`src/design/c2p_pkg.sv`:
```
// Shared constants, payload structs and the arctangent table for the
// cartesian-to-polar converter. No dependencies.
`default_nettype none

package c2p_pkg;

    localparam int DATA_WIDTH   = 16;
    localparam int CORDIC_STEPS = 20;
    localparam int PRE_SHIFT    = 14;
    localparam int ANGLE_W      = 16;
    localparam int ANGLE_LIMIT  = 23040;

    // CORDIC datapath: |x| << 14 times gain and sqrt(2) stays below 2^(W+15)
    localparam int CW = DATA_WIDTH + PRE_SHIFT + 3;
    // angle accumulator, degrees in Q.16, sum of table below 2^23
    localparam int ZW = 25;
    // square sum, remainder and root of the digit-by-digit square root
    localparam int NW = 2 * DATA_WIDTH;
    localparam int RW = DATA_WIDTH + 2;

    localparam int PIPE_STAGES = (DATA_WIDTH > CORDIC_STEPS) ? DATA_WIDTH : CORDIC_STEPS;

    localparam logic [1:0] QUAD_FIRST  = 2'd0;
    localparam logic [1:0] QUAD_SECOND = 2'd1;
    localparam logic [1:0] QUAD_THIRD  = 2'd2;
    localparam logic [1:0] QUAD_OTHER  = 2'd3;

    typedef struct packed {
        logic       x_zero;
        logic       y_pos;
        logic       y_neg;
        logic [1:0] quad;
    } t_c2p_flags;

    typedef struct packed {
        logic signed [CW-1:0] cx;
        logic signed [CW-1:0] cy;
        logic signed [ZW-1:0] z;
    } t_c2p_cordic;

    typedef struct packed {
        logic [NW-1:0]         n;
        logic [RW-1:0]         rem;
        logic [DATA_WIDTH-1:0] root;
    } t_c2p_sqrt;

    typedef struct packed {
        t_c2p_flags  flags;
        t_c2p_cordic cordic;
        t_c2p_sqrt   sqrt;
    } t_c2p_item;

    // atan(2^-i) in degrees, Q.16, rounded to nearest
    function automatic logic signed [ZW-1:0] atan_deg_q16(input int idx);
        logic signed [ZW-1:0] val;
        case (idx)
            0:       val = ZW'(2949120);
            1:       val = ZW'(1740967);
            2:       val = ZW'(919879);
            3:       val = ZW'(466945);
            4:       val = ZW'(234379);
            5:       val = ZW'(117304);
            6:       val = ZW'(58666);
            7:       val = ZW'(29335);
            8:       val = ZW'(14668);
            9:       val = ZW'(7334);
            10:      val = ZW'(3667);
            11:      val = ZW'(1833);
            12:      val = ZW'(917);
            13:      val = ZW'(458);
            14:      val = ZW'(229);
            15:      val = ZW'(115);
            16:      val = ZW'(57);
            17:      val = ZW'(29);
            18:      val = ZW'(14);
            19:      val = ZW'(7);
            default: val = '0;
        endcase
        return val;
    endfunction

endpackage

`default_nettype wire

```
`src/design/c2p_front.sv`:
```
// Input stages: sign folding, quadrant flags, squares, then the square sum.
// Depends on c2p_pkg.
`default_nettype none

module c2p_front import c2p_pkg::*; (
    input  wire logic                         i_clk,
    input  wire logic                         i_rst_n,
    input  wire logic                         i_up_valid,
    output logic                              o_up_ready,
    input  wire logic signed [DATA_WIDTH-1:0] i_x_coord,
    input  wire logic signed [DATA_WIDTH-1:0] i_y_coord,
    output logic                              o_dn_valid,
    input  wire logic                         i_dn_ready,
    output t_c2p_item                         o_dn_item
);

    logic signed [DATA_WIDTH:0] x_ext, y_ext, x_fold, y_fold, y_abs;
    logic        [DATA_WIDTH-1:0] ax, ay;
    logic        [NW-1:0]       sqx, sqy;
    t_c2p_flags                 flags;
    t_c2p_cordic                cinit;
    logic                       en_a, en_b;

    logic                       r_a_valid, r_b_valid;
    logic        [NW-1:0]       r_a_sqx, r_a_sqy;
    t_c2p_flags                 r_a_flags;
    t_c2p_cordic                r_a_cordic;
    t_c2p_item                  r_b_item, n_b_item;

    assign x_ext  = {i_x_coord[DATA_WIDTH-1], i_x_coord};
    assign y_ext  = {i_y_coord[DATA_WIDTH-1], i_y_coord};
    // negating both coordinates keeps y/x, so CORDIC always starts with x >= 0
    assign x_fold = i_x_coord[DATA_WIDTH-1] ? -x_ext : x_ext;
    assign y_fold = i_x_coord[DATA_WIDTH-1] ? -y_ext : y_ext;
    assign y_abs  = i_y_coord[DATA_WIDTH-1] ? -y_ext : y_ext;
    assign ax     = x_fold[DATA_WIDTH-1:0];
    assign ay     = y_abs[DATA_WIDTH-1:0];
    assign sqx    = NW'(ax) * NW'(ax);
    assign sqy    = NW'(ay) * NW'(ay);

    always_comb begin
        flags.x_zero = (i_x_coord == '0);
        flags.y_neg  = i_y_coord[DATA_WIDTH-1];
        flags.y_pos  = !i_y_coord[DATA_WIDTH-1] && (i_y_coord != '0);
        if (!flags.x_zero && !i_x_coord[DATA_WIDTH-1] && flags.y_pos) begin
            flags.quad = QUAD_FIRST;
        end else if (i_x_coord[DATA_WIDTH-1] && flags.y_pos) begin
            flags.quad = QUAD_SECOND;
        end else if (i_x_coord[DATA_WIDTH-1] && flags.y_neg) begin
            flags.quad = QUAD_THIRD;
        end else begin
            flags.quad = QUAD_OTHER;
        end
        cinit.cx = CW'(x_fold) <<< PRE_SHIFT;
        cinit.cy = CW'(y_fold) <<< PRE_SHIFT;
        cinit.z  = '0;
    end

    always_comb begin
        n_b_item.flags     = r_a_flags;
        n_b_item.cordic    = r_a_cordic;
        n_b_item.sqrt.n    = r_a_sqx + r_a_sqy;
        n_b_item.sqrt.rem  = '0;
        n_b_item.sqrt.root = '0;
    end

    assign en_b       = !r_b_valid || i_dn_ready;
    assign en_a       = !r_a_valid || en_b;
    assign o_up_ready = en_a;
    assign o_dn_valid = r_b_valid;
    assign o_dn_item  = r_b_item;

    always_ff @(posedge i_clk) begin
        if (!i_rst_n) begin
            r_a_valid <= 1'b0;
            r_b_valid <= 1'b0;
        end else begin
            if (en_a) begin
                r_a_valid <= i_up_valid;
            end
            if (en_b) begin
                r_b_valid <= r_a_valid;
            end
        end
    end

    always_ff @(posedge i_clk) begin
        if (en_a && i_up_valid) begin
            r_a_sqx    <= sqx;
            r_a_sqy    <= sqy;
            r_a_flags  <= flags;
            r_a_cordic <= cinit;
        end
        if (en_b && r_a_valid) begin
            r_b_item <= n_b_item;
        end
    end

endmodule

`default_nettype wire

```
`config.mk`:
```
export PLATFORM = sky130hd
export DESIGN_NAME = c2p_front
export DESIGN_NICKNAME = d
export VERILOG_FILES = /design/src/design/c2p_pkg.sv /design/src/design/c2p_front.sv
export SDC_FILE = /design/constraint.sdc
export NUM_CORES = 1
export LEC_CHECK = 0
export ABC_CLOCK_PERIOD_IN_PS = 15780
export BUFFER_PORTS_ARGS = -buffer_cell sky130_fd_sc_hd__buf_2
export CAP_MARGIN = 20
export CORE_MARGIN = 1.5
export CORE_UTILIZATION = 50
export CTS_CLUSTER_DIAMETER = 100
export DETAILED_ROUTE_END_ITERATION = 7
export GPL_TIMING_DRIVEN = 0
export PLACE_DENSITY = 0.81
export SYNTH_ARGS = -nofsm -noshare
export SYNTH_HDL_FRONTEND = slang
export SYNTH_SLANG_ARGS = --single-unit
```
`constraint.sdc`:
```
create_clock -name i_clk -period 15.78 [get_ports i_clk]
set_input_delay 3.945 -clock i_clk [delete_from_list [all_inputs] [get_ports i_clk]]
set_output_delay 3.945 -clock i_clk [all_outputs]
set_load 0.005 [all_outputs]
```
==> results.cfg <==
[route]
drc = 0
wl_met3_um = 3282
wl_met2_um = 24120
final_antenna_net_count = 0
routed_wl_um = 47640
dr.first_iter.drc_count = 1119
viasPerCell = 5.171
wl_per_cell_um = 15.72
wl_met1_um = 18730
first_pass_iters = 8
routed.top_layer = met4
num_vias = 15670

[setup_path]
cp.arrival_ns = 13.31
reg2reg_depth = 9
cp_max_fo = 11
cp-endpoint = r_a_sqx[29]$_DFFE_PP_
critical_path.max_stage_delay_ns = 0.73
crit_top_cell = fa_1
crit_path_start_kind = primary input
crit_start = i_x_coord[0]
r2r_end = o_dn_item[64]$_DFFE_PP_
worst-path-stages = 31
crit_path_end_kind = register
critPathTopFamily = adder cells
worst_path_max_delay_cell = xnor2_1
r2r_start = r_a_sqx[4]$_DFFE_PP_
worstSetupPathType = primary input to register
worstPathRequired_ns = 16.02
ff2ff_setup_slack_ns = 12.33
crit_buf_inv = 9

[timing]
rsz0062_at_grt = false
period_needed_ns = 13.07
worst_slew_pin_slew_ns = 1.157
hold_viol_final = 0
max_slew_margin = 0.2259
clock.fmax_ghz = 0.07650
slew_violations = 0
holdWs_ns = 0.4214
setup_tns_ns = 0
setup_viol = 0
skew_ns = 0.02108
finalCritPeriodShare = 0.8284

[synthesis]
yosysSeqAreaShare = 0.2333
synth_seq_cells = 172
synth_top_family_by_area = adder cells
async_reset_ff_frac = 0
synth_edf_count = 170
yosys.area_share.simple = 0.09622
ys_types = 66
syn_area_sq_um = 22050
ys.flop_type = edfxtp_1
ys_warn_count = 0
synthCells = 2205
synth-compound-area-share = 0.07267
avgSynthCellArea_sq_um = 10.00
synth-xor-area-share = 0.05412
synthMuxAreaShare = 0.0004538
synth_fa_ha_area_frac = 0.4236

[final_layout]
syn_to_final_growth_pct = 10.55
n_antenna_cell = 0
nets = 3020
drive_above_1_share = 0.1092
final_cell_area_sq_um = 24380

[place]
dpl_cell_area_sq_um = 23780
place.port_buffers = 110
dp_hpwl_um = 39250
gp_congestion = 0.9528

[floorplan]
start_util = 0.5097
die_y_um = 213.0
coreArea_sq_um = 43270
dieArea_sq_um = 45380
fp-row-count = 76
io_pins = 200
die_x_um = 213.0

[global_routing]
overflow = 0
grt_pass1_vias = 16450
antenna_found_initial = 0
grt_max_degree = 73
grt_pass1_wl_um = 78340
track_usage = 0.2215

[clocking]
cts_tree = built
clockBufferDepth = 2
cts_resized = 0
cts.sinks = 172
numCtsBuffers = 17
cts-root-buf = clkbuf_16
postCtsHoldBufs = 0
cts_max_level = 4
cts.clk_slew.worst_paths_ns = 0.07
post_cts_buffers = 0
clk_latency_ns = 0.46

[outcome]
status = finished clean

[job]
maxCapViolations = 0

[worst_hold_path]
hold_path.class = register to register
logic make-up (layout without fill, tap and decap cells):
logic type,count (synthesis),in the layout
AOI/OAI and AO/OA,253,253
xor gates and xnor gates,132,132
adders and majority gates,551,551
buffers and inverters,608,753
DFF,172,172
muxes,1,1
other,2,98
and+or+nand+nor,486,486
per-stage QoR:
stage | worst slack (ns) | instances | util
finish | 2.708 | 3031 | 0.5635
global route | 2.182 | 3031 | 0.5635
CTS | 2.834 | 3031 | 0.5635
detailed placement | 2.368 | 2999 | 0.5495
global placement | 2.423 | 2996 | 0.5477
floorplan | 4.231 | 2301 | -
worst reg2reg max path: cells and delay by family (launching register included):
family / cells / cell delay (ns)
AOI/OAI and AO/OA: 6 / 2.01
DFF: 1 / 0.42
adders and majority gates: 1 / 0.37
and+or+nand+nor: 1 / 0.25
xor gates and xnor gates: 1 / 0.16
state kept, by name (all words and copies together) (netlist names):
| name | flops |
|---|---|
| r_a_sqy | 31 |
| r_a_sqx | 31 |
| r_a_valid | 1 |
| o_dn_valid | 1 |
| n_b_item | 37 |
| o_dn_item | 71 |
placed cells by master (no fill, tap or decap), types with 4 or more instances in the layout:
master,Yosys,layout
nand2_1,196,196
buf_4,92,92
nor2b_1,12,11
and3_1,5,5
a31oi_1,11,11
inv_1,463,463
nor3_1,21,21
edfxtp_1,170,170
xnor2_1,87,87
and2_1,14,13
ha_1,225,225
or4_1,7,7
inv_6,0,5
xor2_1,40,40
or2_2,4,4
conb_1,2,98
o21ai_0,48,48
clkbuf_1,32,32
nor2_1,167,167
xor2_2,4,4
o21a_1,16,16
a21boi_0,4,4
clkbuf_16,0,17
a211oi_1,11,11
or3_1,9,9
nand4_1,9,9
a21o_1,33,33
a2111oi_0,4,4
clkinv_1,7,7
nand3_1,22,22
a21oi_1,80,80
o21bai_1,10,10
fa_1,326,326
buf_2,3,113
nand2b_1,7,7
o31ai_1,9,9
inv_2,9,9
metal layers:
layer  global-route usage  vias up
li1                     -     7269
met1               0.2727     7762
met2               0.3827      556
met3              0.04427       85
met4              0.08633        0
met5                    0        -
cells in the mapped netlist (3+ instances only):
cell	instances	share of area
clkinv_1	7	0.0012
and3_1	5	0.0014
nand2_1	196	0.033
nand2b_1	7	0.0020
o41ai_1	3	0.0012
buf_4	92	0.031
a31oi_1	11	0.0031
xnor2_1	87	0.035
and2_1	14	0.0040
ha_1	225	0.13
nor2b_1	12	0.0034
a21boi_0	4	0.0014
xor2_2	4	0.0029
nand4_1	9	0.0026
nor2_1	167	0.028
buf_2	3	0.00068
nor3_1	21	0.0048
or2_2	4	0.0011
a221oi_1	3	0.0012
inv_1	463	0.079
edfxtp_1	170	0.23
a21oi_1	80	0.018
o21bai_1	10	0.0034
clkbuf_1	32	0.0054
o21a_1	16	0.0054
inv_2	9	0.0015
or3_1	9	0.0026
o2111ai_1	3	0.0012
o21ai_0	48	0.011
xor2_1	40	0.016
a21o_1	33	0.011
nand3_1	22	0.0050
o211ai_1	3	0.0010
a211oi_1	11	0.0037
a2111oi_0	4	0.0016
fa_1	326	0.30
or4_1	7	0.0024
o31ai_1	9	0.0031
cell type report:
cell class | instances | area, sq um
Fill cell | 3607 | 18890
Multi-Input combinational cell | 1521 | 14650
Sequential cell | 172 | 5145
Inverter | 480 | 1803
Buffer | 128 | 829.5
Tap cell | 585 | 732.0
Timing Repair Buffer | 113 | 618.1
Clock buffer | 17 | 425.4
Clock inverter | 15 | 180.2
worst min path at each step:
stage | startpoint | end | slack (ns) | depth (start not counted)
2_1_floorplan | n_b_item[106]$_DFFE_PP_ | o_dn_item[106]$_DFFE_PP_ | 0.40 | 0
3_3_place_gp | n_b_item[146]$_DFFE_PP_ | o_dn_item[146]$_DFFE_PP_ | 0.40 | 0
3_5_place_dp | n_b_item[114]$_DFFE_PP_ | o_dn_item[114]$_DFFE_PP_ | 0.41 | 0
4_1_cts | n_b_item[109]$_DFFE_PP_ | o_dn_item[109]$_DFFE_PP_ | 0.42 | 0
5_1_grt | n_b_item[150]$_DFFE_PP_ | o_dn_item[150]$_DFFE_PP_ | 0.43 | 0
6_report | n_b_item[154]$_SDFFCE_PN0P_ | o_dn_item[154]$_DFFE_PP_ | 0.42 | 0
Power is left out: the tool's default activity adds up to more than one toggle a clock period on the data nets, which glitch-free logic cannot reach.
