--- src/design/c2p_pkg.sv ---
// Shared constants, payload structs and the arctangent table for the
// cartesian-to-polar converter. No dependencies.
`default_nettype none

package c2p_pkg;

    localparam int DATA_WIDTH   = 16;
    localparam int CORDIC_STEPS = 20;
    localparam int PRE_SHIFT    = 14;
    localparam int ANGLE_W      = 16;
    localparam int ANGLE_LIMIT  = 23040;

    // CORDIC datapath: |x| << 14 times gain and sqrt(2) stays below 2^(W+15)
    localparam int CW = DATA_WIDTH + PRE_SHIFT + 3;
    // angle accumulator, degrees in Q.16, sum of table below 2^23
    localparam int ZW = 25;
    // square sum, remainder and root of the digit-by-digit square root
    localparam int NW = 2 * DATA_WIDTH;
    localparam int RW = DATA_WIDTH + 2;

    localparam int PIPE_STAGES = (DATA_WIDTH > CORDIC_STEPS) ? DATA_WIDTH : CORDIC_STEPS;

    localparam logic [1:0] QUAD_FIRST  = 2'd0;
    localparam logic [1:0] QUAD_SECOND = 2'd1;
    localparam logic [1:0] QUAD_THIRD  = 2'd2;
    localparam logic [1:0] QUAD_OTHER  = 2'd3;

    typedef struct packed {
        logic       x_zero;
        logic       y_pos;
        logic       y_neg;
        logic [1:0] quad;
    } t_c2p_flags;

    typedef struct packed {
        logic signed [CW-1:0] cx;
        logic signed [CW-1:0] cy;
        logic signed [ZW-1:0] z;
    } t_c2p_cordic;

    typedef struct packed {
        logic [NW-1:0]         n;
        logic [RW-1:0]         rem;
        logic [DATA_WIDTH-1:0] root;
    } t_c2p_sqrt;

    typedef struct packed {
        t_c2p_flags  flags;
        t_c2p_cordic cordic;
        t_c2p_sqrt   sqrt;
    } t_c2p_item;

    // atan(2^-i) in degrees, Q.16, rounded to nearest
    function automatic logic signed [ZW-1:0] atan_deg_q16(input int idx);
        logic signed [ZW-1:0] val;
        case (idx)
            0:       val = ZW'(2949120);
            1:       val = ZW'(1740967);
            2:       val = ZW'(919879);
            3:       val = ZW'(466945);
            4:       val = ZW'(234379);
            5:       val = ZW'(117304);
            6:       val = ZW'(58666);
            7:       val = ZW'(29335);
            8:       val = ZW'(14668);
            9:       val = ZW'(7334);
            10:      val = ZW'(3667);
            11:      val = ZW'(1833);
            12:      val = ZW'(917);
            13:      val = ZW'(458);
            14:      val = ZW'(229);
            15:      val = ZW'(115);
            16:      val = ZW'(57);
            17:      val = ZW'(29);
            18:      val = ZW'(14);
            19:      val = ZW'(7);
            default: val = '0;
        endcase
        return val;
    endfunction

endpackage

`default_nettype wire

--- src/design/c2p_back.sv ---
// Output stage: angle rounding and clamp, vertical-axis override, radius
// rounding; holds the result register. Depends on c2p_pkg.
`default_nettype none

module c2p_back import c2p_pkg::*; (
    input  wire logic                     i_clk,
    input  wire logic                     i_rst_n,
    input  wire logic                     i_up_valid,
    output logic                          o_up_ready,
    input  wire t_c2p_item                i_up_item,
    output logic                          o_valid,
    input  wire logic                     i_ready,
    output logic        [DATA_WIDTH-1:0]  o_radius,
    output logic signed [ANGLE_W-1:0]     o_angle_deg,
    output logic        [1:0]             o_quadrant
);

    localparam int QW = ZW - 7;
    localparam logic signed [QW-1:0] LIM_POS = QW'(ANGLE_LIMIT);
    localparam logic signed [QW-1:0] LIM_NEG = -QW'(ANGLE_LIMIT);

    logic                         en;
    logic signed [ZW-1:0]         z;
    logic        [ZW-1:0]         z_mag, z_rnd;
    logic signed [QW-1:0]         q_mag, q, q_sat, n_angle_q;
    logic        [DATA_WIDTH:0]   root_rnd;
    logic        [DATA_WIDTH-1:0] n_radius;

    logic                         r_valid;
    logic        [DATA_WIDTH-1:0] r_radius;
    logic signed [ANGLE_W-1:0]    r_angle;
    logic        [1:0]            r_quad;

    always_comb begin
        z     = i_up_item.cordic.z;
        // Q.16 to Q.8, half away from zero
        z_mag = z[ZW-1] ? ZW'(-z) : ZW'(z);
        z_rnd = z_mag + ZW'(128);
        q_mag = {1'b0, z_rnd[ZW-1:8]};
        q     = z[ZW-1] ? -q_mag : q_mag;
        if (q > LIM_POS) begin
            q_sat = LIM_POS;
        end else if (q < LIM_NEG) begin
            q_sat = LIM_NEG;
        end else begin
            q_sat = q;
        end
        // on the vertical axis the angle follows the sign of y alone
        if (i_up_item.flags.x_zero) begin
            if (i_up_item.flags.y_pos) begin
                n_angle_q = LIM_POS;
            end else if (i_up_item.flags.y_neg) begin
                n_angle_q = LIM_NEG;
            end else begin
                n_angle_q = '0;
            end
        end else begin
            n_angle_q = q_sat;
        end

        // round up when n - r^2 > r
        root_rnd = {1'b0, i_up_item.sqrt.root}
                 + (DATA_WIDTH+1)'(i_up_item.sqrt.rem > RW'(i_up_item.sqrt.root));
        n_radius = root_rnd[DATA_WIDTH] ? '1 : root_rnd[DATA_WIDTH-1:0];
    end

    assign en         = !r_valid || i_ready;
    assign o_up_ready = en;
    assign o_valid    = r_valid;
    assign o_radius   = r_radius;
    assign o_angle_deg = r_angle;
    assign o_quadrant = r_quad;

    always_ff @(posedge i_clk) begin
        if (!i_rst_n) begin
            r_valid <= 1'b0;
        end else if (en) begin
            r_valid <= i_up_valid;
        end
    end

    always_ff @(posedge i_clk) begin
        if (en && i_up_valid) begin
            r_radius <= n_radius;
            r_angle  <= n_angle_q[ANGLE_W-1:0];
            r_quad   <= i_up_item.flags.quad;
        end
    end

endmodule

`default_nettype wire

--- config.mk ---
export PLATFORM = sky130hd
export DESIGN_NAME = c2p_back
export DESIGN_NICKNAME = d
export VERILOG_FILES = /design/src/design/c2p_pkg.sv /design/src/design/c2p_back.sv
export SDC_FILE = /design/constraint.sdc
export NUM_CORES = 1
export LEC_CHECK = 0
export BUFFER_PORTS_ARGS = -buffer_cell sky130_fd_sc_hd__clkbuf_2
export CORE_MARGIN = 5
export CORE_UTILIZATION = 45
export DETAILED_ROUTE_END_ITERATION = 10
export PLACE_DENSITY_LB_ADDON = 0.25
export SKIP_CTS_REPAIR_TIMING = 1
export SLEW_MARGIN = 20
export SYNTH_ARGS = -nofsm -noshare
export SYNTH_HDL_FRONTEND = slang
export SYNTH_SLANG_ARGS = --single-unit
--- constraint.sdc ---
create_clock -name i_clk -period 8.4 [get_ports i_clk]
set_input_delay 1.26 -clock i_clk [delete_from_list [all_inputs] [get_ports i_clk]]
set_output_delay 1.26 -clock i_clk [all_outputs]
set_load 0.01 [all_outputs]
==> results of run 1 <==
-- cell type report --
type | instances | area [sq um]
clock buffers | 6 | 72.57
repair buffers | 105 | 530.5
fillers | 915 | 4347
multi-input cells | 412 | 3018
well taps | 129 | 161.4
clock inverters | 2 | 12.51
inverters | 27 | 101.3
flip-flops and latches | 35 | 1041
-- worst min path at each step --
stage | start | endpoint | cells after the start
2_1_floorplan | o_valid | o_valid | 2
3_3_place_gp | o_valid | o_valid | 2
3_5_place_dp | o_valid | o_valid | 2
4_1_cts | o_valid | o_valid | 2
5_1_grt | o_valid | o_valid | 2
6_report | o_valid | o_valid | 2
-- metrics by stage --
stage / hold WS (ns) / std cells / instance area (sq um) / setup WS, ns / power, mW
4_1_cts: 0.5583 / 716 / 4937 / 2.104 / 0.5358
3_5_place_dp: 0.5529 / 708 / 4852 / 1.825 / 0.4199
6_report: 0.5497 / 716 / 4937 / 2.067 / 0.5323
5_1_grt: 0.6019 / 716 / 4937 / 1.572 / 0.5684
2_1_floorplan: 0.6096 / 505 / 4292 / 1.501 / 0.3610
3_3_place_gp: 0.5077 / 708 / 4852 / 1.993 / 0.4154
-- power by group through the flow --
stage	registers (mW)	clock network [mW]	logic, mW
2_1_floorplan	0.221	0	0.141
6_report	0.210	0.115	0.207
3_3_place_gp	0.214	0	0.202
4_1_cts	0.210	0.118	0.207
3_5_place_dp	0.214	0	0.206
5_1_grt	0.211	0.125	0.232
-- state kept, by name (all words and copies together) (netlist names) --
name and cells:
o_angle_deg 16, o_radius 16, o_quadrant 2, o_valid 1
-- per-layer routing --
metal | part of all wire | GRT usage | vias to the layer above
li1 | - | - | 2094
met1 | 0.44 | 0.2351 | 1998
met2 | 0.52 | 0.3224 | 91
met3 | 0.035 | 0.02160 | 13
met4 | 0.014 | 0.04058 | 0
met5 | 0 | 0 | -
-- cell usage after synthesis, types with 5 or more instances --
cell	instances
sky130_fd_sc_hd__and2_1	5
sky130_fd_sc_hd__o41ai_1	5
sky130_fd_sc_hd__ha_1	20
sky130_fd_sc_hd__a31oi_1	9
sky130_fd_sc_hd__o21ai_0	21
sky130_fd_sc_hd__nor4_1	8
sky130_fd_sc_hd__nor2_1	30
sky130_fd_sc_hd__nor3_1	24
sky130_fd_sc_hd__nand2b_1	9
sky130_fd_sc_hd__xor2_1	12
sky130_fd_sc_hd__nand4_1	11
sky130_fd_sc_hd__xnor2_1	32
sky130_fd_sc_hd__edfxtp_1	34
sky130_fd_sc_hd__a21o_1	6
sky130_fd_sc_hd__nor3b_1	6
sky130_fd_sc_hd__and3_1	9
sky130_fd_sc_hd__mux2i_1	5
sky130_fd_sc_hd__o21a_1	5
sky130_fd_sc_hd__nor2b_1	6
sky130_fd_sc_hd__inv_1	27
sky130_fd_sc_hd__or2_2	7
sky130_fd_sc_hd__o31ai_1	6
sky130_fd_sc_hd__o211ai_1	6
sky130_fd_sc_hd__nand3_1	17
sky130_fd_sc_hd__a21oi_1	14
sky130_fd_sc_hd__clkbuf_1	23
sky130_fd_sc_hd__buf_1	6
sky130_fd_sc_hd__or3_1	6
sky130_fd_sc_hd__nand2_1	42
-- kinds of logic (layout without fill, tap and decap cells) --
group,count (synthesis),after routing,share of synthesized area
DFF,35,35,0.2426
adders and majority gates,20,20,0.05831
muxes,7,7,0.01691
buffers and inverters,58,140,0.05423
and+or+nand+nor,199,199,0.2528
AOI/OAI and AO/OA,141,141,0.2816
xor gates and xnor gates,45,45,0.09359
-- tightest hold or removal path, delay by kind of cell, from the launching register on --
family / cells / cell delay (ns)
and+or+nand+nor: 1 / 0.09
AOI/OAI and AO/OA: 1 / 0.10
DFF: 1 / 0.31
==> metrics.json, run 1 <==
{
  "num_rows": 35,
  "timing.critical_path.buf_inv": 1,
  "p_int_mw": 0.3487,
  "grt_start_max_net_pins": 35,
  "worst_skew_pair.late_latency_ns": 0.29,
  "syn_to_final_growth_pct": 15.04,
  "cts_max_level": 2,
  "regToRegStartpoint": "o_valid",
  "finalWeightedCongestion": 0.8647,
  "mappedNetlistArea_sq_um": 4292,
  "critPathCapture": "o_angle_deg[9]",
  "power.share.clock": 0.216,
  "route.antenna.remaining_nets": 0,
  "yosysTopAreaCellShare": 0.2379,
  "power-per-cell-area_nw_per_um2": 107.8,
  "fmax_mhz": 157.9,
  "synth-warning-count": 0,
  "postSynthCellCount": 505,
  "floorplan.die_area_sq_um": 11590,
  "power.sequential.fraction": 0.395,
  "worst_ep_arrival_time_ns": 6.36,
  "initial_core_util": 0.4623,
  "slew_viol_final": 0,
  "ff2ff_path_depth": 3,
  "worstMarginPinSlew_ns": 0.9378,
  "port_buffers": 103,
  "critPathLaunchType": "input port",
  "slew_headroom": 0.3649,
  "timing.critical_path.cells": "clkbuf_2 -> nor4_1 -> nand2_1 -> o21ai_0 -> xnor2_1 -> ha_1 -> nand2_1 -> o311ai_1 -> o211ai_4 -> a211oi_4 -> mux2i_1 -> or2_1 -> or4_4 -> o21ai_2 -> o311ai_4 -> a2bb2oi_4 -> o32a_1",
  "fin_tns_setup_ns": 0,
  "syn_avg_cell_area_sq_um": 8.498,
  "antenna_cells_inserted": 0,
  "coreArea_sq_um": 9284,
  "mostFrequentLayoutCells": "sky130_fd_sc_hd__clkbuf_2 (103), sky130_fd_sc_hd__nand2_1 (42), sky130_fd_sc_hd__edfxtp_1 (34)",
  "cts_made_buffers": 5,
  "rsz0062_at_grt": "false",
  "ys_top_cells_by_area": "sky130_fd_sc_hd__edfxtp_1 (24%), sky130_fd_sc_hd__xnor2_1 (6.5%), sky130_fd_sc_hd__ha_1 (5.8%), sky130_fd_sc_hd__nand2_1 (3.7%), sky130_fd_sc_hd__nor3_1 (2.8%)",
  "synth_edf_count": 34,
  "cts_tree": "yes",
  "wire_length_of_the_first_global_routing_pass_um": 17620,
  "timing.final.setup_violations": 0,
  "hold_violations": 0,
  "required_ns": 8.43,
  "grtUsageTotal": 0.1816,
  "worst_case_vdd_ir_drop_mv": 0.06364,
  "grt_antenna_before_repair": 0,
  "die_height_um": 107.7,
  "via_count_of_the_first_global_routing_pass": 3802,
  "vias": 4196,
  "logic_depth_of_the_worst_setup_path_including_buffers": 17,
  "clkTransAtPathRegs_ns": 0.07,
  "power.net_switching_mw": 0.1836,
  "crit_path_start": "i_up_item[68]",
  "synth_nets": 691,
  "layout_min_cycle_time_ns": 6.333,
  "grt.overflow.total": 0,
  "top_ports": 202,
  "critical_path.top_delay_family": "compound AO/OA/AOI/OAI gates",
  "status": "complete, no violations",
  "postRouteWirelength_um": 10790,
  "ys.flop_type": "sky130_fd_sc_hd__edfxtp_1",
  "r2r-end": "o_angle_deg[14]",
  "synthDominantAreaCellType": "sky130_fd_sc_hd__edfxtp_1",
  "fin_skew_ns": 0.008204,
  "clock_sink_count": 35,
  "layout.nets": 772,
  "pwr-share-comb": 0.389,
  "crit_type": "input port to flop",
  "wl_per_cell_um": 15.06,
  "netlist-cell-type-count": 85,
  "ys_async_sr_fraction": 0,
  "r2r_slack_ns": 7.13,
  "cap_viol_max_count": 0,
  "first_pass_iters": 5,
  "remaining_drc_errors": 0,
  "critical-path-slowest-cell": "sky130_fd_sc_hd__o311ai_1",
  "leakagePower_nw": 2.013,
  "timing.final.crit_share": 0.7539,
  "clockBufferDepth": 2,
  "layout-drive-gt1-share": 0.2419,
  "cpMostUsedCell": "sky130_fd_sc_hd__nand2_1",
  "detailedRoute.firstIterationViolations": 290,
  "crit_path_end_kind": "flop",
  "final_hpwl_from_detailed_placement_um": 8584,
  "dieWidth_um": 107.7,
  "via_per_inst": 5.860,
  "sequential_element_share_of_the_synthesized_area": 0.2426,
  "sw_frac_of_total": 0.3450,
  "ys_seq_elements": 35,
  "cp_max_fo": 10,
  "cts_root_buffer": "sky130_fd_sc_hd__clkbuf_8",
  "timing.hold.worst.class": "flop to flop",
  "mostFrequentLayoutCell": "sky130_fd_sc_hd__clkbuf_2",
  "cpPeakStageDelay_ns": 0.77,
  "fin_util": 0.5318
}
(Power assumes the default switching activity.)
==> inputs of run 2 (changes only) <==
==> constraint.sdc (replaced) <==
create_clock -name i_clk -period 6.3 [get_ports i_clk]
set_input_delay 0.945 -clock i_clk [delete_from_list [all_inputs] [get_ports i_clk]]
set_output_delay 0.945 -clock i_clk [all_outputs]
set_load 0.01 [all_outputs]
==> run 2 against run 1 <==
Clock power up 31%. Via count down 1.0%. First-iteration DRC count down 12%. Die area unchanged. Power up 33%. Global-route usage down 0.28 points. Setup slack worse by 1.2 ns. Core utilization up 0.57 points. Cell area up 1.1%. Worst hold slack worse by 0.014 ns. Wire length down 0.37%. Largest cell class unchanged. Highest routed layer unchanged.
==> metrics.json, run 2 (synthesized netlist as in run 1, its figures left out) <==
{
  "floorplan.die_area": {"value": 11590, "unit": "sq um", "change": "unchanged"},
  "r2r_slack": {"value": 5.04, "unit": "ns", "change": "was 7.13 ns"},
  "crit_path_start": {"value": "i_up_item[72]", "change": "was i_up_item[68]"},
  "required": {"value": 6.33, "unit": "ns", "change": "was 8.43 ns"},
  "hold_violations": {"value": 0, "change": "unchanged"},
  "cts_made_buffers": {"value": 5, "change": "unchanged"},
  "placement.cell_area": {"value": 4905, "unit": "sq um", "change": "was 4852 sq um"},
  "leakagePower": {"value": 2.046, "unit": "nW", "change": "was 2.013 nW"},
  "via_per_inst": {"value": 5.752, "change": "was 5.860"},
  "layout.nets": {"value": 778, "change": "was 772"},
  "cts_max_level": {"value": 2, "change": "unchanged"},
  "timing.final.crit_share": 0.8695,
  "first_pass_iters": {"value": 4, "change": "was 5"},
  "syn_to_final_growth": {"value": 16.27, "unit": "%", "change": "was 15.04%"},
  "critical_path.top_delay_family": {"value": "compound AO/OA/AOI/OAI gates", "change": "unchanged"},
  "fin_skew": {"value": 0.003656, "unit": "ns", "change": "was 0.008204 ns"},
  "cpPeakStageDelay": {"value": 0.46, "unit": "ns", "change": "was 0.77 ns"},
  "pre_cts_slack": {"value": 0.6043, "unit": "ns", "change": "was 1.825 ns"},
  "slew_viol_final": {"value": 0, "change": "unchanged"},
  "remaining_drc_errors": {"value": 0, "change": "unchanged"},
  "worst_skew_pair.late_latency": {"value": 0.28, "unit": "ns", "change": "was 0.29 ns"},
  "layout_min_cycle_time_ns": 5.478,
  "worstMarginPinSlew": {"value": 0.8325, "unit": "ns", "change": "was 0.9378 ns"},
  "clock_sink_count": {"value": 35, "change": "unchanged"},
  "regToRegStartpoint": {"value": "o_valid", "change": "unchanged"},
  "worst_hold_path.endpoint": {"value": "o_valid", "change": "unchanged"},
  "power-per-cell-area": {"value": 142.3, "unit": "nW/um^2", "change": "was 107.8 nW/um^2"},
  "initial_core_util": {"value": 0.4623, "change": "unchanged"},
  "grt_antenna_before_repair": {"value": 0, "change": "unchanged"},
  "fin_ws": {"value": 0.8218, "unit": "ns", "change": "was 2.067 ns"},
  "grt_start_max_net_pins": {"value": 36, "change": "was 35"},
  "port_buffers": {"value": 103, "change": "unchanged"},
  "die_height": {"value": 107.7, "unit": "um", "change": "unchanged"},
  "num_rows": {"value": 35, "change": "unchanged"},
  "clkTransAtPathRegs": {"value": 0.07, "unit": "ns", "change": "about the same"},
  "top_ports": {"value": 202, "change": "unchanged"},
  "n_fill_cell": {"value": 871, "change": "was 915"},
  "route.antenna.remaining_nets": {"value": 0, "change": "unchanged"},
  "critical-path-slowest-cell": {"value": "sky130_fd_sc_hd__o31ai_1", "change": "was sky130_fd_sc_hd__o311ai_1"},
  "coreArea": {"value": 9284, "unit": "sq um", "change": "unchanged"},
  "wl_per_cell": {"value": 14.88, "unit": "um", "change": "was 15.06 um"},
  "timing.hold.worst.class": {"value": "flop to flop", "change": "unchanged"},
  "place.detailed.instances": {"value": 714, "change": "was 708"},
  "mostFrequentLayoutCells": {"value": "sky130_fd_sc_hd__clkbuf_2 (103), sky130_fd_sc_hd__nand2_1 (42), sky130_fd_sc_hd__edfxtp_1 (34)", "change": "unchanged"},
  "clockBufferDepth": {"value": 2, "change": "unchanged"},
  "cap_viol_max_count": {"value": 0, "change": "unchanged"},
  "r2r-end": {"value": "o_radius[1]", "change": "was o_angle_deg[14]"},
  "cts_tree": {"value": "yes", "change": "unchanged"},
  "slew_headroom": {"value": 0.4450, "change": "was 0.3649"},
  "cts_root_buffer": {"value": "sky130_fd_sc_hd__clkbuf_8", "change": "unchanged"},
  "fin_cells": {"value": 722, "change": "was 716"},
  "mostFrequentLayoutCell": {"value": "sky130_fd_sc_hd__clkbuf_2", "change": "unchanged"},
  "grt.overflow.total": {"value": 0, "change": "unchanged"},
  "critPathLaunchType": {"value": "input port", "change": "unchanged"},
  "crit_type": {"value": "input port to flop", "change": "unchanged"},
  "cp_max_fo": {"value": 10, "change": "unchanged"},
  "grtUsageTotal": {"value": 0.1788, "change": "was 0.1816"},
  "worst_case_vdd_ir_drop": {"value": 0.09156, "unit": "mV", "change": "was 0.06364 mV"},
  "detailedRoute.firstIterationViolations": {"value": 256, "change": "was 290"},
  "finalWeightedCongestion": {"value": 0.8472, "change": "was 0.8647"},
  "postRouteWirelength": {"value": 10750, "unit": "um", "change": "was 10,790 um"},
  "rsz0062_at_grt": {"value": "false", "change": "unchanged"},
  "crit_path_end_kind": {"value": "flop", "change": "unchanged"},
  "timing.critical_path.cells": {"value": "clkbuf_2 -> nor3_1 -> nand2_1 -> o21ai_0 -> xnor2_1 -> ha_1 -> nor4bb_1 -> o31a_1 -> a311o_1 -> xnor2_1 -> or2_2 -> o21ai_0 -> mux2_2 -> nand4_1 -> o31ai_1 -> o311ai_4 -> a2bb2oi_4 -> o32a_1", "change": "was clkbuf_2 -> nor4_1 -> nand2_1 -> o21ai_0 -> xnor2_1 -> ha_1 -> nand2_1 -> o311ai_1 -> o211ai_4 -> a211oi_4 -> mux2i_1 -> or2_1 -> or4_4 -> o21ai_2 -> o311ai_4 -> a2bb2oi_4 -> o32a_1"},
  "postLayoutCellArea": {"value": 4990, "unit": "sq um", "change": "was 4937 sq um"},
  "via_count_of_the_first_global_routing_pass": {"value": 3800, "change": "was 3,802"},
  "fmax_mhz": 182.5,
  "holdCritStartpoint": {"value": "o_valid", "change": "unchanged"},
  "timing.final.setup_violations": {"value": 0, "change": "unchanged"},
  "timing.critical_path.buf_inv": {"value": 1, "change": "unchanged"},
  "status": {"value": "complete, no violations", "change": "unchanged"},
  "final_hpwl_from_detailed_placement": {"value": 8753, "unit": "um", "change": "was 8584 um"},
  "worst_ep_arrival_time": {"value": 5.51, "unit": "ns", "change": "was 6.36 ns"},
  "fin_tns_setup": {"value": 0, "unit": "ns", "change": "unchanged"},
  "dieWidth": {"value": 107.7, "unit": "um", "change": "unchanged"},
  "antenna_cells_inserted": {"value": 0, "change": "unchanged"},
  "layout-drive-gt1-share": {"value": 0.2513, "change": "was 0.2419"},
  "ff2ff_path_depth": {"value": 3, "change": "unchanged"},
  "power": {"value": 0.7101, "unit": "mW", "change": "was 0.5323 mW"},
  "vias": {"value": 4153, "change": "was 4,196"},
  "min_path_cells": {"value": 2, "change": "unchanged"},
  "wire_length_of_the_first_global_routing_pass": {"value": 17520, "unit": "um", "change": "was 17,620 um"}
}
-- run 2: worst max path at each step --
| stage | endpoint | slack (ns) | cells after the start |
|---|---|---|---|
| final | o_angle_deg[9] | 0.82 | 18 |
| after global routing | o_angle_deg[9] | 0.36 | 19 |
| after global placement | o_angle_deg[9] | 0.67 | 18 |
| after detailed placement | o_angle_deg[9] | 0.60 | 18 |
| after CTS | o_angle_deg[9] | 0.88 | 18 |
| after floorplan | o_angle_deg[9] | 0.04 | 21 |
-- run 2: power by group --
group / internal, mW / switching [mW]
Clock: 0.0770 / 0.0744
Sequential: 0.276 / 0.00448
Combinational: 0.114 / 0.165
Total: 0.467 / 0.244
-- run 2: through the flow --
step                      utilization  hold slack, ns
after floorplan                     -          0.6096
after global placement         0.5283          0.5146
after detailed placement       0.5283          0.5363
after CTS                      0.5375          0.5439
after global routing           0.5375          0.5777
final                          0.5375          0.5353
-- run 2: tightest hold or removal path, cell delays in order, from the launching register on --
cell                       delay, ns
sky130_fd_sc_hd__dfxtp_1        0.31
sky130_fd_sc_hd__nand2b_1       0.09
sky130_fd_sc_hd__a21boi_0       0.09
-- run 2: final cells by class --
type	instances	area, sq um	share of cell area
clock buffers	6	72.57	0.01454
repair buffers	111	575.6	0.1153
flip-flops and latches	35	1041	0.2086
inverters	27	101.3	0.02031
clock inverters	2	12.51	0.002508
well taps	129	161.4	0.03235
multi-input cells	412	3025	0.6063
-- run 2: metal layers --
layer	global-route usage	share of wire	vias to the layer above
met5	0	0	-
met4	0.02074	0.0065	0
met3	0.02400	0.045	9
met2	0.3259	0.52	91
met1	0.2306	0.43	1955
li1	-	-	2098
==> inputs of run 3 (changes only) <==
--- a/config.mk
+++ b/config.mk
@@ -6,8 +6,7 @@
 export NUM_CORES = 1
 export LEC_CHECK = 0
 export BUFFER_PORTS_ARGS = -buffer_cell sky130_fd_sc_hd__clkbuf_2
-export CORE_MARGIN = 5
-export CORE_UTILIZATION = 45
+export CORE_UTILIZATION = 44
 export DETAILED_ROUTE_END_ITERATION = 10
 export PLACE_DENSITY_LB_ADDON = 0.25
 export SKIP_CTS_REPAIR_TIMING = 1
==> constraint.sdc (replaced) <==
create_clock -name i_clk -period 4.73 [get_ports i_clk]
set_input_delay 1.1825 -clock i_clk [delete_from_list [all_inputs] [get_ports i_clk]]
set_output_delay 1.1825 -clock i_clk [all_outputs]
set_load 0.01 [all_outputs]
==> run 3 against run 2 <==
The run now ends with setup timing left. Sequential power rose by 33%. Clock skew rose by 0.00099 ns. Power rose by 57%.
==> metrics.json, run 3 (synthesized netlist as in run 1, its figures left out) <==
{
  "leakagePower": {"value": 2.791, "unit": "nW", "change": "was 2.046 nW"},
  "sw_frac_of_total": {"value": 0.3431, "change": "was 0.3429"},
  "layout_min_cycle_time_ns": 5.132,
  "fmax_mhz": 194.9,
  "dieWidth": {"value": 100.8, "unit": "um", "change": "was 107.7 um"},
  "grt_start_max_net_pins": {"value": 35, "change": "was 36"},
  "clock_sink_count": {"value": 35, "change": "unchanged"},
  "failed_checks": "setup timing",
  "area_occupied_by_multi_input_gates": {"value": 3405, "unit": "sq um", "change": "was 3025 sq um"},
  "slew_headroom": {"value": 0.4922, "change": "was 0.4450"},
  "critPathLaunchType": {"value": "input port", "change": "unchanged"},
  "grt_antenna_before_repair": {"value": 0, "change": "unchanged"},
  "timing.final.setup_violations": {"value": 15, "change": "was 0"},
  "cts_root_buffer": {"value": "sky130_fd_sc_hd__clkbuf_8", "change": "unchanged"},
  "power-per-cell-area": {"value": 174.9, "unit": "nW/um^2", "change": "was 142.3 nW/um^2"},
  "coreArea": {"value": 9328, "unit": "sq um", "change": "was 9284 sq um"},
  "power.share.clock": {"value": 0.184, "change": "was 0.213"},
  "cpPeakStageDelay": {"value": 0.55, "unit": "ns", "change": "was 0.46 ns"},
  "wire_length_of_the_first_global_routing_pass": {"value": 19620, "unit": "um", "change": "was 17,520 um"},
  "syn_to_final_growth": {"value": 48.25, "unit": "%", "change": "was 16.27%"},
  "cap_viol_max_count": {"value": 0, "change": "unchanged"},
  "regToRegStartpoint": {"value": "o_valid", "change": "unchanged"},
  "vias": {"value": 4776, "change": "was 4,153"},
  "finalWeightedCongestion": {"value": 0.9163, "change": "was 0.8472"},
  "timing.critical_path.cells": {"value": "buf_8 -> or4_4 -> or4_4 -> o41ai_2 -> buf_4 -> mux2i_1 -> buf_4 -> buf_4 -> a21oi_1 -> o311a_1 -> o31a_1 -> o211ai_1 -> o31ai_4 -> o311ai_4 -> buf_4 -> a2bb2oi_4 -> a211oi_1", "change": "was clkbuf_2 -> nor3_1 -> nand2_1 -> o21ai_0 -> xnor2_1 -> ha_1 -> nor4bb_1 -> o31a_1 -> a311o_1 -> xnor2_1 -> or2_2 -> o21ai_0 -> mux2_2 -> nand4_1 -> o31ai_1 -> o311ai_4 -> a2bb2oi_4 -> o32a_1"},
  "cts_max_level": {"value": 2, "change": "unchanged"},
  "fin_tns_setup": {"value": -4.745, "unit": "ns", "change": "was 0 ns"},
  "via_per_inst": {"value": 5.606, "change": "was 5.752"},
  "required": {"value": 4.75, "unit": "ns", "change": "was 6.33 ns"},
  "layout.nets": {"value": 908, "change": "was 778"},
  "mostFrequentLayoutCell": {"value": "sky130_fd_sc_hd__buf_4", "change": "was sky130_fd_sc_hd__clkbuf_2"},
  "status": {"value": "complete, but fails checks", "change": "was complete, no violations"},
  "crit_path_end_kind": {"value": "flop", "change": "unchanged"},
  "clkTransAtPathRegs": {"value": 0.07, "unit": "ns", "change": "about the same"},
  "floorplan.die_area": {"value": 10150, "unit": "sq um", "change": "was 11,590 sq um"},
  "timing.final.crit_share": 1.085,
  "cpMostUsedCell": "sky130_fd_sc_hd__buf_4",
  "cts_made_buffers": {"value": 5, "change": "unchanged"},
  "n_fill_cell": {"value": 758, "change": "was 871"},
  "via_count_of_the_first_global_routing_pass": {"value": 4531, "change": "was 3,800"},
  "grt.overflow.total": {"value": 0, "change": "unchanged"},
  "final_hpwl_from_detailed_placement": {"value": 9768, "unit": "um", "change": "was 8753 um"},
  "port_buffers": {"value": 103, "change": "unchanged"},
  "remaining_drc_errors": {"value": 0, "change": "unchanged"},
  "critical-path-slowest-cell": {"value": "sky130_fd_sc_hd__or4_4", "change": "was sky130_fd_sc_hd__o31ai_1"},
  "fin_skew": {"value": 0.004647, "unit": "ns", "change": "was 0.003656 ns"},
  "worst_skew_pair.late_latency": {"value": 0.28, "unit": "ns", "change": "about the same"},
  "route.antenna.remaining_nets": {"value": 0, "change": "unchanged"},
  "holdCritStartpoint": {"value": "o_valid", "change": "unchanged"},
  "worst_ep_arrival_time": {"value": 5.15, "unit": "ns", "change": "was 5.51 ns"},
  "worstMarginPinSlew": {"value": 0.7552, "unit": "ns", "change": "was 0.8325 ns"},
  "p_int": {"value": 0.7310, "unit": "mW", "change": "was 0.4666 mW"},
  "rsz0062_at_grt": {"value": "true", "change": "was false"},
  "initial_core_util": {"value": 0.4601, "change": "was 0.4623"},
  "die_height": {"value": 100.8, "unit": "um", "change": "was 107.7 um"},
  "num_rows": {"value": 35, "change": "unchanged"},
  "antenna_cells_inserted": {"value": 0, "change": "unchanged"},
  "r2r_slack": {"value": 3.45, "unit": "ns", "change": "was 5.04 ns"},
  "area_taken_by_flip_flops_and_latches": {"value": 1041, "unit": "sq um", "change": "unchanged"},
  "grtUsageTotal": {"value": 0.2356, "change": "was 0.1788"},
  "layout-drive-gt1-share": {"value": 0.4509, "change": "was 0.2513"},
  "clockBufferDepth": {"value": 2, "change": "unchanged"},
  "top_ports": {"value": 202, "change": "unchanged"},
  "power.sequential.fraction": {"value": 0.335, "change": "was 0.395"},
  "hold_ws": {"value": 0.5448, "unit": "ns", "change": "was 0.5353 ns"},
  "fin_ws": {"value": -0.4018, "unit": "ns", "change": "was 0.8218 ns"},
  "mostFrequentLayoutCells": {"value": "sky130_fd_sc_hd__buf_4 (134), sky130_fd_sc_hd__clkbuf_2 (101), sky130_fd_sc_hd__nand2_1 (40)", "change": "was sky130_fd_sc_hd__clkbuf_2 (103), sky130_fd_sc_hd__nand2_1 (42), sky130_fd_sc_hd__edfxtp_1 (34)"},
  "slew_viol_final": {"value": 0, "change": "unchanged"},
  "postRouteWirelength": {"value": 12750, "unit": "um", "change": "was 10,750 um"},
  "pwr-share-comb": {"value": 0.481, "change": "was 0.392"},
  "detailedRoute.firstIterationViolations": {"value": 235, "change": "was 256"},
  "worst_case_vdd_ir_drop": {"value": 0.1249, "unit": "mV", "change": "was 0.09156 mV"},
  "timing.hold.worst.class": {"value": "flop to flop", "change": "unchanged"},
  "crit_path_start": {"value": "i_up_item[68]", "change": "was i_up_item[72]"},
  "power.net_switching": {"value": 0.3819, "unit": "mW", "change": "was 0.2435 mW"},
  "first_pass_iters": {"value": 4, "change": "unchanged"},
  "wl_per_cell": {"value": 14.96, "unit": "um", "change": "was 14.88 um"},
  "cp_max_fo": {"value": 5, "change": "was 10"},
  "hold_violations": {"value": 0, "change": "unchanged"},
  "crit_type": {"value": "input port to flop", "change": "unchanged"},
  "cts_tree": {"value": "yes", "change": "unchanged"}
}
==> run 3: cell count changes in the layout (fill, tap and decap cells not counted), moves of 3 or more <==
cell	change
sky130_fd_sc_hd__nor4_2	+5
sky130_fd_sc_hd__or2_4	+3
sky130_fd_sc_hd__nor2_2	+3
sky130_fd_sc_hd__xnor2_2	+5
sky130_fd_sc_hd__nor4_1	-6
sky130_fd_sc_hd__o31ai_1	-3
sky130_fd_sc_hd__o21ai_1	+3
sky130_fd_sc_hd__buf_4	+126
sky130_fd_sc_hd__nor2_1	-3
sky130_fd_sc_hd__o21ai_0	-7
sky130_fd_sc_hd__xnor2_1	-6
==> run 3: area by class of cell <==
type | count | area share
sequential | 35 | 0.1636
clock buffer | 6 | 0.01141
clock inverter | 2 | 0.001967
timing repair buffer | 239 | 0.2466
tap | 129 | 0.02537
inverter | 27 | 0.01593
multi-input combinational | 414 | 0.5351
==> run 3: power by group through the flow <==
stage	Combinational, mW	Clock (mW)	Sequential [mW]
3_5_place_dp	0.475	0	0.380
4_1_cts	0.478	0.208	0.373
6_report	0.535	0.205	0.373
3_3_place_gp	0.461	0	0.379
5_1_grt	0.581	0.222	0.375
2_1_floorplan	0.268	0	0.392
==> run 3: metrics by stage <==
| step | area [sq um] | power [mW] | setup slack [ns] | std cells | util |
|---|---|---|---|---|---|
| finish | 6362 | 1.113 | -0.4018 | 852 | 0.6821 |
| global route | 6362 | 1.178 | -0.6062 | 852 | 0.6821 |
| CTS | 5974 | 1.059 | -0.4995 | 842 | 0.6405 |
| detailed placement | 5889 | 0.8552 | -0.8040 | 834 | 0.6314 |
| global placement | 5889 | 0.8399 | -0.6821 | 834 | 0.6314 |
| floorplan | 4441 | 0.6591 | -0.7630 | 505 | - |
==> run 3: path summary, 6_finish.rpt <==
check | endpoint | cells after the start
hold reg to reg | o_valid | 2
setup reg to reg | o_angle_deg[10] | 3
hold / removal | o_valid | 2
setup / recovery | o_angle_deg[5] | 17
==> run 3: per-layer routing <==
layer  vias up  part of all wire  routed length (um)  GRT usage
met1      2260              0.44                5575     0.2870
li1       2376                 -                   -          -
met4         0             0.027                 346    0.06577
met3        30             0.032                 404    0.02982
met5         -                 0                   0          0
met2       110              0.50                6424     0.4336
==> run 3: worst max-delay path: cells and delay by family <==
family,cells,cell delay (ns)
AO/OA/AOI/OAI,9,2.01
buffers and inverters,5,0.70
multiplexers,1,0.18
AND/OR/NAND/NOR,2,1.06
